==> config.mk <==
export PLATFORM = sky130hd
export DESIGN_NAME = peh_store
export DESIGN_NICKNAME = d
export VERILOG_FILES = /design/src/sv/assert_macros.svh /design/src/sv/peh_store.sv
export SDC_FILE = /design/constraint.sdc
export NUM_CORES = 2
export LEC_CHECK = 0
export CORE_ASPECT_RATIO = 0.7
export CORE_MARGIN = 2
export CORE_UTILIZATION = 40
export CTS_BUF_LIST = sky130_fd_sc_hd__clkbuf_4 sky130_fd_sc_hd__clkbuf_8
export CTS_CLUSTER_DIAMETER = 120
export CTS_CLUSTER_SIZE = 8
export DETAILED_ROUTE_END_ITERATION = 7
export DONT_BUFFER_PORTS = 1
export GPL_TIMING_DRIVEN = 1
export HOLD_SLACK_MARGIN = 0.1
export PLACE_DENSITY = 0.63
export SYNTH_ARGS = -nofsm -noshare
export SYNTH_HDL_FRONTEND = slang
export SYNTH_SLANG_ARGS = --single-unit
==> constraint.sdc <==
create_clock -name clk -period 4.8 [get_ports clk]
set_clock_uncertainty 0.1 [all_clocks]
set_input_delay 0.72 -clock clk [delete_from_list [all_inputs] [get_ports clk]]
set_output_delay 0.72 -clock clk [all_outputs]
set_load 0.02 [all_outputs]
==> src/sv/assert_macros.svh <==
// Assertion macros for the RTL; included by the evaluator top level.
// No dependencies; compiled out when SYNTHESIS is defined.
`ifndef ASSERT_MACROS_SVH
`define ASSERT_MACROS_SVH
`ifndef SYNTHESIS
`define ASSERT_PROP(lbl, clk, rst, prop) \
  lbl: assert property (@(posedge clk) disable iff (rst) prop) \
    else $error("assertion failed");
`define ASSERT_NEVER(lbl, clk, rst, cond) \
  `ASSERT_PROP(lbl, clk, rst, !(cond))
`else
`define ASSERT_PROP(lbl, clk, rst, prop)
`define ASSERT_NEVER(lbl, clk, rst, cond)
`endif
`endif

==> src/sv/peh_store.sv <==
// Coefficient store: one write port, one registered read port.
// No package dependencies.
module peh_store #(
  parameter int DEPTH = 64,
  parameter int AW    = 6,
  parameter int DW    = 32
) (
  input  logic          clk,
  input  logic          wr_en,
  input  logic [AW-1:0] wr_addr,
  input  logic [DW-1:0] wr_data,
  input  logic [AW-1:0] rd_addr,
  output logic [DW-1:0] rd_data
);

  logic [DW-1:0] mem [DEPTH];

  always_ff @(posedge clk) begin
    if (wr_en) begin
      mem[wr_addr] <= wr_data;
    end
    rd_data <= mem[rd_addr];
  end

endmodule

Word level (Yosys, flattened, before mapping)
Memories as Yosys holds them, arrays and structs flattened. A register that Yosys moved wholly into a read port is not among the register bits.
Cells that the tools add are included.

operators by class
  muxes and demuxes = 2

operator list
  kind              count
  1-bit 2-to-1 mux  2

word-level totals
  bits in writable memories = 2,048
  memories = 1
  flip-flop bits (word level) = 0
  input port bits = 46
  logic and storage cells = 3
  output and inout bits = 32

memories
  name  words  width  rd ports  clocked after memory_dff  wr ports  RTL line         source
  mem   64     32     1         1                         1         peh_store.sv:16  logic [DW-1:0] mem [DEPTH];

Logic depth before layout (Yosys ltp)
  word-level depth = 2
  mapped depth = 10
  mapped depth without buffers = 5

Worst setup path after synthesis
No wires, ideal clock.

  path kind = input -> register
  start point = input port wr_addr[3]
  end point = memory mem[48][0], enable pin
  slack = 0.820 ns
  data arrival time = 3.419 ns
  stages = 4
  setup time = 0.461 ns
  path buffers = 1
  required time = 4.239 ns
  cell sequence = clkbuf_1 nor2b_1 nand4b_1 nor3_1

RTL lines
  element      RTL line         source
  from (decl)  peh_store.sv:10  input logic [AW-1:0] wr_addr,
  to (decl)    peh_store.sv:16

Straight into the memory's write port.

==> results.yml <==
run_status:
  outcome: "complete, but fails checks"
  violations: "slew limit"
synth:
  yosys_warnings: 0
  synth_compound_area_frac: 0.0167
  avgSynthCellArea_um2: 23.6
  syn_inst: 3324
  synthAdderAreaFrac: 0
  syn-cell-area_mm2: 0.0785
  synth_xor_area_frac: 0
  synth_top_family_by_area: "multiplexers"
  synthSimpleGateAreaFrac: 0.0127
  ys_types: 34
  synth_seq_cells: 2080
  synthMuxAreaShare: 0.168
  ys_seq_area_frac: 0.791
  synth_nets: 3370
clock_network:
  cts_tree: "yes"
  clock_path_buffers: 4
  cts_setup_buffers: 0
  ctsResizeCount: 0
  clkLatencyLatePin_ns: 0.91
  cts_buffers: 301
  clock_sinks: 2080
  path_clk_slew_ns: 0.06
  cts_root_buffer: "clkbuf_8"
  cts_htree_levels: 5
power:
  total_power_uw: 35100
  power.density_mw_per_mm2: 396
  cellLeakagePower_uw: 0.0273
  vdd_ir_drop_max_mv: 0.246
hold_path:
  hold_depth: 2
  hold_start: "wr_addr[2]"
  hold_end: "mem[50][30]$_DFFE_PP_"
  hold_path.class: "primary input to flop"
detailed_routing:
  vias: 37100
  totalWireLength_um: 203000
  vias_per_cell: 5.84
  ant_nets: 0
  drt_first_pass_iters: 5
  drt-wirelength-per-cell_um: 31.9
  drc: 0
  drtIter0Drc: 5781
timing:
  max_slew_margin: -0.537
  finalSetupViolations: 0
  hold_violations: 0
  worst_pin_slew_ns: 2.31
  fmax_mhz: 249
  min_period_over_period: 0.838
  rsz0062_at_grt: "no"
  finalCriticalPeriod_ns: 4.02
  hold_slack_ns: 0.174
  drv_slew: 297
  tns_ns: 0
  setup_ws_ns: 0.778
layout:
  nFillCells: 16000
  multiInputGateArea_mm2: 0.0160
  layout.cells.most_common_list: "edfxtp_1 (2048), mux4_2 (544), clkbuf_8 (309), clkbuf_4 (109), mux2i_1 (93)"
  fin_nets: 3655
  final_cells: 6364
  final_common_cell: "edfxtp_1"
  drive_gt1_frac: 0.316
  seqCellArea_mm2: 0.0621
  area_growth_pct: 13.0
critical_path:
  r2r_cells: 5
  crit_top_cell: "buf_16"
  cpLargestDelayFamily: "buffers and inverters"
  cp_slowest_cell: "buf_16"
  path_buf_inv: 2
  r2r-start: "mem[10][14]$_DFFE_PP_"
  r2r-end: "rd_data[14]$_DFF_P_"
  cp.arrival_ns: 4.66
  cp_max_fo: 176
  worst_setup_path_end_kind: "flop"
  cp.required_ns: 5.43
  crit_cells: 7
  path_cells: "buf_16 -> buf_16 -> mux4_2 -> o22ai_1 -> nor3_1 -> a31oi_1 -> nor2_1"
  rrSetupSlack_ns: 2.17
  cp-start-kind: "primary input"
  path_class: "primary input to flop"
  cp_slowest_stage_delay_ns: 0.76
floorplanning:
  fp.dieW_um: 534
  die_h_um: 375
  dieArea_mm2: 0.200
  io_pins: 78
  core_mm2: 0.196
  start_util: 0.401
  num_rows: 136
global_route:
  first_global_vias: 37200
  gr-total-overflow: 0
  grt_first_pass_wirelength_um: 285000
  antenna_found_initial: 12
  grt_usage: 0.201
  grt_max_degree: 514
place:
  io_buffer_count: 0
  gp_congestion: 0.796
  post-place-ws_ns: 1.25
  dp_hpwl_um: 110000
  dpl.cell_count: 5857
job:
  cap_violations: 0
[final cells by class]
class / count / area share
well taps: 2622 / 0.0370
flip-flops and latches: 2080 / 0.700
repair buffers: 164 / 0.0239
clock inverters: 16 / 0.00173
multi-input cells: 1062 / 0.180
clock buffers: 418 / 0.0571
diodes: 2 / 0.0000564
[worst max-delay path by stage]
stage,start,endpoint
2_1_floorplan,wr_addr[3],mem[48][0]$_DFFE_PP_
3_3_place_gp,rd_addr[0],rd_data[14]$_DFF_P_
3_5_place_dp,rd_addr[0],rd_data[14]$_DFF_P_
4_1_cts,rd_data[14]$_DFF_P_,rd_data[14]
5_1_grt,rd_addr[0],rd_data[18]$_DFF_P_
6_report,rd_addr[0],rd_data[18]$_DFF_P_
[power by group]
group / switching, µW / internal [µW] / total, µW
logic: 986 / 726 / 1710
clock network: 6430 / 6730 / 13200
registers: 160 / 20100 / 20300
[synthesized netlist by cell type]
library cell,instances,area share
buf_1,21,0.0010
nand4_1,2,0.00016
nor2b_1,15,0.0012
nand3b_1,5,0.00048
o32ai_1,4,0.00045
buf_2,57,0.0036
clkbuf_1,74,0.0035
nand2_1,26,0.0012
or2_0,1,0.000080
a41o_1,4,0.00051
mux4_2,544,0.16
buf_4,25,0.0024
mux2i_1,93,0.012
nand4b_1,1,0.00011
edfxtp_1,2048,0.78
or2_1,1,0.000080
a22oi_1,12,0.0011
and2_1,2,0.00016
buf_6,5,0.00072
a311oi_1,8,0.00089
and3_1,4,0.00032
nor2_1,137,0.0065
or3b_1,2,0.00022
or2_2,1,0.000080
nand3_1,5,0.00032
a21oi_1,62,0.0040
o221ai_1,27,0.0030
o22ai_1,84,0.0067
a31oi_1,1,0.000080
or3_1,3,0.00024
dfxtp_1,32,0.0082
nand2b_1,8,0.00064
nor3_1,7,0.00045
or3b_2,3,0.00033
[repair_timing]
action	4_1_cts	5_1_grt
hold endpoints to repair	2081	0
hold buffers	67	0
setup endpoints to repair	0	0
[per-stage QoR]
step                      cell area (µm²)  utilization
after floorplan                     78500            -
after global placement              82200        0.420
after detailed placement            82200        0.420
after CTS                           88600        0.453
after global routing                88700        0.454
final                               88700        0.454
[registers in the layout, indices dropped and copies added, names as in the netlist]
name,flops
mem,2048
rd_data,32
[per-layer routing]
metal,part of all wire,wire length (µm),up-vias,track usage
li1,-,-,14800,-
met1,0.43,86900,20000,0.304
met2,0.44,89300,2051,0.288
met3,0.11,22800,272,0.0570
met4,0.020,4160,6,0.0496
met5,0.00020,40,-,0
[cell families after synthesis]
logic type             Yosys count
AND/OR/NAND/NOR                223
buffers and inverters          182
multiplexers                   637
flip-flops                    2080
AO/OA/AOI/OAI                  202
Power figures use the tool's default switching activity.
