`config.mk`:
```
export PLATFORM = sky130hd
export DESIGN_NAME = peh_mac
export DESIGN_NICKNAME = d
export VERILOG_FILES = /design/src/sv/assert_macros.svh /design/src/sv/peh_pkg.sv /design/src/sv/peh_mac.sv
export SDC_FILE = /design/constraint.sdc
export NUM_CORES = 2
export LEC_CHECK = 0
export ABC_AREA = 1
export BUFFER_PORTS_ARGS = -buffer_cell sky130_fd_sc_hd__buf_2
export CAP_MARGIN = 20
export CELL_PAD_IN_SITES_DETAIL_PLACEMENT = 0
export CELL_PAD_IN_SITES_GLOBAL_PLACEMENT = 1
export CORE_ASPECT_RATIO = 1.5
export CORE_MARGIN = 2
export CORE_UTILIZATION = 45
export DETAILED_ROUTE_END_ITERATION = 10
export PLACE_DENSITY = 0.84
export SETUP_SLACK_MARGIN = 0.1
export SLEW_MARGIN = 15
export SYNTH_ARGS = -nofsm -noshare
export SYNTH_HDL_FRONTEND = slang
export SYNTH_SLANG_ARGS = --single-unit
```
`constraint.sdc`:
```
create_clock -name clk -period 7.06 [get_ports clk]
set_input_delay 0.706 -clock clk [delete_from_list [all_inputs] [get_ports clk]]
set_output_delay 0.706 -clock clk [all_outputs]
set_load 0.05 [all_outputs]
```
`src/sv/assert_macros.svh`:
```
// Assertion macros for the RTL; included by the evaluator top level.
// No dependencies; compiled out when SYNTHESIS is defined.
`ifndef ASSERT_MACROS_SVH
`define ASSERT_MACROS_SVH
`ifndef SYNTHESIS
`define ASSERT_PROP(lbl, clk, rst, prop) \
  lbl: assert property (@(posedge clk) disable iff (rst) prop) \
    else $error("assertion failed");
`define ASSERT_NEVER(lbl, clk, rst, cond) \
  `ASSERT_PROP(lbl, clk, rst, !(cond))
`else
`define ASSERT_PROP(lbl, clk, rst, prop)
`define ASSERT_NEVER(lbl, clk, rst, cond)
`endif
`endif

```
`src/sv/peh_pkg.sv`:
```
// Shared types and constants for the polynomial evaluator.
// Used by peh_mac and the top level; no dependencies.
package peh_pkg;

  localparam int DATA_W        = 32;
  localparam int TC_W          = 7;
  localparam int IDX_W         = 6;
  localparam int CFG_ADDR_W    = 3;
  localparam int MAX_TERMS_DEF = 64;
  localparam int FRAC_BITS_DEF = 16;

  localparam logic [CFG_ADDR_W-1:0] REG_TERM_COUNT   = 3'd0;
  localparam logic [CFG_ADDR_W-1:0] REG_BASIS        = 3'd1;
  localparam logic [CFG_ADDR_W-1:0] REG_CLAMP_ENABLE = 3'd2;
  localparam logic [CFG_ADDR_W-1:0] REG_CLAMP_LOW    = 3'd3;
  localparam logic [CFG_ADDR_W-1:0] REG_CLAMP_HIGH   = 3'd4;

  localparam logic signed [DATA_W-1:0] CLAMP_HIGH_RST = 32'sd65536;

  localparam logic BASIS_MONOMIAL = 1'b0;
  localparam logic MODE_WRITE     = 1'b0;
  localparam logic MODE_EVAL      = 1'b1;

  // control for the shared multiply-add unit
  typedef struct packed {
    logic mul_en;  // capture product this cycle
    logic dbl;     // doubled product: shift by one bit less
  } mac_ctrl_t;

endpackage

```
`src/sv/peh_mac.sv`:
```
// Shared multiply-add unit: registered 32x32 product, then floor shift,
// saturate, add coefficient, subtract term, saturate. Uses peh_pkg.
module peh_mac #(
  parameter int FRAC_BITS = peh_pkg::FRAC_BITS_DEF
) (
  input  logic                              clk,
  input  peh_pkg::mac_ctrl_t                ctrl,
  input  logic signed [peh_pkg::DATA_W-1:0] op_a,
  input  logic signed [peh_pkg::DATA_W-1:0] op_b,
  input  logic signed [peh_pkg::DATA_W-1:0] coef,
  input  logic signed [peh_pkg::DATA_W-1:0] sub,
  output logic signed [peh_pkg::DATA_W-1:0] result,
  output logic                              sat
);

  localparam int DW = peh_pkg::DATA_W;
  localparam int PW = 2 * DW;
  localparam logic signed [DW-1:0] VMAX = {1'b0, {(DW-1){1'b1}}};
  localparam logic signed [DW-1:0] VMIN = {1'b1, {(DW-1){1'b0}}};

  logic signed [PW-1:0] prod;
  logic signed [PW-1:0] shifted;
  logic signed [DW-1:0] prod_sat;
  logic signed [DW+1:0] sum;
  logic                 prod_fits;
  logic                 sum_fits;

  always_ff @(posedge clk) begin
    if (ctrl.mul_en) begin
      prod <= op_a * op_b;
    end
  end

  always_comb begin
    // arithmetic shift of a signed value rounds toward minus infinity
    shifted   = ctrl.dbl ? (prod >>> (FRAC_BITS - 1)) : (prod >>> FRAC_BITS);
    prod_fits = (shifted[PW-1:DW-1] == '0) || (shifted[PW-1:DW-1] == '1);
    if (prod_fits) begin
      prod_sat = shifted[DW-1:0];
    end else begin
      prod_sat = shifted[PW-1] ? VMIN : VMAX;
    end
    sum      = (DW+2)'(coef) + (DW+2)'(prod_sat) - (DW+2)'(sub);
    sum_fits = (sum[DW+1:DW-1] == '0) || (sum[DW+1:DW-1] == '1);
    if (sum_fits) begin
      result = sum[DW-1:0];
    end else begin
      result = sum[DW+1] ? VMIN : VMAX;
    end
    sat = !prod_fits || !sum_fits;
  end

endmodule

```
Word-level counts from Yosys, hierarchy flattened

Cells that the tools add are included.

Reduce and logical (&&, ||, !) cells: 7
$add $sub $neg: 2
Multiply operators: 1
Muxes and demuxes: 5
Equal/unequal tests: 2

Operators by type and width:

| operator                              | number |
|---|---|
| two-way mux 32 bit                    | 4 |
| multiplier 32 x 32 -> 64 bit          | 1 |
| two-way mux 48 bit                    | 1 |
| subtractor 33 x 32 -> 34 bit          | 1 |
| adder 32 x 32 -> 33 bit               | 1 |
| == test 33 bit, second input constant | 1 |
| zero test 33 bit                      | 1 |
| == test 3 bit, second input constant  | 1 |
| zero test 3 bit                       | 1 |
| logical OR 1 bit                      | 3 |
| zero test 1 bit                       | 2 |

Output and inout bits: 33
Register bits: 64
Input bits: 131
Logic and storage cells: 18

Logic depth before layout (Yosys ltp)

Word-level depth: 10
Gate-level depth with buffers: 32
Depth with buffers taken out: 30

Least setup slack after synthesis

No wires, ideal clock.

Path kind: input port to flip-flop
Start: in op_a[31] in the netlist's numbering
End: reg prod[63], data pin
Stages on the path: 27
Arrival: 7.388 ns
Path slack: -0.581 ns
Setup time: 0.252 ns
Cell sequence: clkbuf_1 nand2_1 inv_1 fa_1 inv_1 fa_1 inv_1 fa_1 fa_1 inv_1 fa_1 inv_1 fa_1 inv_1 fa_1 inv_1 fa_1 ha_1 nand2_1 nor2_1 inv_1 nor2_1 inv_1 nor4_1 a21oi_1 nand2_1 nand2_1

Longest elaborated chain between the ends: 1

RTL lines:

| element                      | RTL line      | source |
|---|---|---|
| start: declaration           | peh_mac.sv:8  | `input logic signed [peh_pkg::DATA_W-1:0] op_a,` |
| multiplier 32 x 32 -> 64 bit | peh_mac.sv:30 | `prod <= op_a * op_b;` |
| end signal: assignment       | peh_mac.sv:30 |  |
| end: declaration             | peh_mac.sv:21 | `logic signed [PW-1:0] prod;` |

No other way between the ends.
A chain may end at the register's enable or synchronous reset.

Final worst setup path

Start: in op_a[31] in the netlist's numbering
End: reg prod[61], data pin

The elaborated chain is that of the path after synthesis.

==> flow_summary.json <==
{
  "clock-sinks": 49,
  "synth_cell_types": 35,
  "cp.arrival_ns": 7.12,
  "cts_made_buffers": 5,
  "postPlaceCellArea_um2": 50400,
  "synth_edf_count": 49,
  "yosysTopAreaCell": "fa_1",
  "drc": 0,
  "fin_area_um2": 54600,
  "finalSetupViolations": 1,
  "hp-class": "in -> reg",
  "ioPinCount": 164,
  "hold_path_depth": 2,
  "regArea_um2": 1470,
  "maxCapViolCount": 0,
  "critPathRequiredTime_ns": 7.12,
  "final_cell_count_no_fill": 7582,
  "finalCritPeriodShare_pct": 100,
  "crit_type": "in -> reg",
  "drtAntennaViolNets": 0,
  "tritoncts": "built",
  "synth.avg_cell_area_um2": 7.67,
  "num_rows": 140,
  "dr.pass1.iters": 5,
  "ys_warn_count": 0,
  "wl_per_cell_um": 18.5,
  "place_congestion": 0.988,
  "io_buffer_count": 163,
  "fp.dieH_um": 387,
  "drive_gt1_share_pct": 22.4,
  "grt_first_pass_wirelength_mm": 217,
  "nNetsFinal": 7761,
  "track_usage_pct": 28.0,
  "async_reset_ff_share_pct": 0,
  "dp.cells": 7475,
  "synth-main-ff-cell": "edfxtp_1",
  "detailed_place_hpwl_mm": 122,
  "maxSlewHeadroom_pct": 38.7,
  "synth_area_leaders": "fa_1, inv_1, nand2_1",
  "rsz0062_at_grt": "true",
  "totalWireLength_mm": 140,
  "largest_reg_flops": 49,
  "synth_seq_cells": 49,
  "via_count": 37319,
  "finalSetupTns_ns": -0.00143,
  "fmaxAchievable_mhz": 142,
  "endpoint_kind": "flop",
  "grt_max_degree": 50,
  "top_register": "prod",
  "min_to": "prod[18]",
  "h-tree-depth": 2,
  "synth_nets": 7189,
  "drv_slew": 0,
  "clockRootBuffer": "clkbuf_16",
  "design.die.area_um2": 100000,
  "fillerInstances": 8871,
  "syn-cell-area_um2": 44000,
  "violations": "negative setup slack",
  "status": "finished, violations left",
  "post-route-util_pct": 56.3,
  "hp-start": "ctrl[1]",
  "netlist.area_leader.share_pct": 50.7,
  "crit_slowest_cell": "fa_2",
  "worstPathMaxFanout": 6,
  "synthCells": 5731,
  "yosysSeqAreaShare_pct": 3.35,
  "period_minus_slack_ns": 7.06,
  "cp_slowest_stage_delay_ns": 0.59,
  "die_w_um": 259,
  "drtIter0Drc": 2139,
  "antenna_found_initial": 2,
  "core_um2": 97000,
  "start_util_pct": 45.3,
  "grt-ovfl-total": 0,
  "startpoint_type": "input pin",
  "reg.largest.list": "prod x49",
  "vias_per_cell": 4.92,
  "clk_pin_slew_ns": 0.07,
  "worst_slew_pin_slew_ns": 0.919,
  "finalHoldViolations": 0,
  "clockBufferDepth": 2,
  "area_delta_synth_final_pct": 24.2,
  "grt_pass1_vias": 40644,
  "holdBufCountCts": 0,
  "n_antenna_cell": 0,
  "layout_setup_ws_ns": -0.00143,
  "multiInputGateArea_um2": 37500,
  "cp_common_cell": "fa_1"
}
[through the flow]
step | setup WS (ns) | hold WS, ns
2_1_floorplan | -0.145 | 0.818
4_1_cts | 0.0283 | 1.09
3_5_place_dp | -0.850 | 1.39
5_1_grt | -0.267 | 1.12
6_report | -0.00143 | 1.08
3_3_place_gp | -0.885 | 1.39
[worst max-delay path: cells and delay by family]
kind,cells,cell delay (ns)
simple gates,4,0.21
compound gates,5,0.75
fa+ha+maj,9,4.40
buf+inv,11,1.02
[metal layers]
metal | share of wire, % | up-vias | routed length, um | GRT usage, %
li1 | - | 17102 | - | -
met1 | 34 | 18514 | 48300 | 29.9
met4 | 7.7 | 4 | 10900 | 16.6
met2 | 54 | 1199 | 75200 | 53.2
met3 | 4.2 | 500 | 5920 | 2.02
met5 | 0.023 | - | 32 | 0
[Yosys cell counts (16+ instances only)]
master and count:
a21oi_2 30, xnor2_1 16, fa_1 1113, o21bai_1 16
nand3_1 74, a21oi_1 117, clkbuf_1 198, o21ai_0 98
nand2_1 1583, ha_1 214, edfxtp_1 49, xor2_1 41
nand4_1 20, inv_1 1817, nor3_1 20, nor2_1 247
[layout by cell type, fill, tap and decap left out, types with 10 or more instances in the layout]
cell / count
nand2_2: 78
nand2_1: 1476
buf_12: 75
nor2_4: 67
nand4_1: 20
xor2_1: 31
buf_2: 125
fa_1: 1029
o21ai_2: 23
ha_1: 167
buf_6: 59
ha_4: 47
o21ai_0: 54
xnor2_1: 16
a21oi_1: 60
or2_2: 10
nor2_2: 46
nor3_1: 11
a21oi_2: 69
inv_2: 97
a21oi_4: 18
buf_4: 492
nand3_1: 66
fa_2: 84
o21ai_1: 26
inv_1: 1713
buf_8: 10
clkbuf_16: 18
edfxtp_1: 49
nand2_4: 34
nor2_1: 137
[how the worst max path moves through the flow]
| stage | startpoint | endpoint | slack [ns] | cells past startpoint |
|---|---|---|---|---|
| after detailed placement | op_b[17] | prod[28] | -0.85 | 24 |
| final | op_a[31] | prod[61] | -0.001 | 29 |
| after global placement | op_b[10] | prod[28] | -0.89 | 22 |
| after CTS | op_a[31] | prod[58] | 0.03 | 29 |
| after global routing | op_a[31] | prod[58] | -0.27 | 30 |
| after floorplan | op_a[31] | prod[55] | -0.14 | 26 |
[cells by family (layout without fill, tap and decap cells)]
group           count (synthesis)  after routing  synth area share (%)
simple gates                 1980           1981                  17.5
compound gates                285            285                  3.70
buf+inv                      2033           2605                  17.5
fa+ha+maj                    1327           1327                  56.8
xor+xnor                       57             57                  1.14
flops                          49             49                  3.35
[final cells by class]
type | instances | area share [%]
clock inverters | 3 | 0.0848
inverters | 1819 | 12.6
flip-flops and latches | 49 | 2.69
multi-input cells | 3650 | 68.6
well taps | 1278 | 2.93
clock buffers | 5 | 0.229
repair buffers | 778 | 12.9
[timing repair]
item / in CTS / in global routing
gates resized for setup: 306 / 565
pin swaps: 108 / 298
setup buffers: 24 / 64
gates cloned: 2 / 14
setup endpoints to repair: 47 / 79
Power is not shown: default switching activity piles up to over one toggle a cycle in this logic, so the estimate is an artifact.
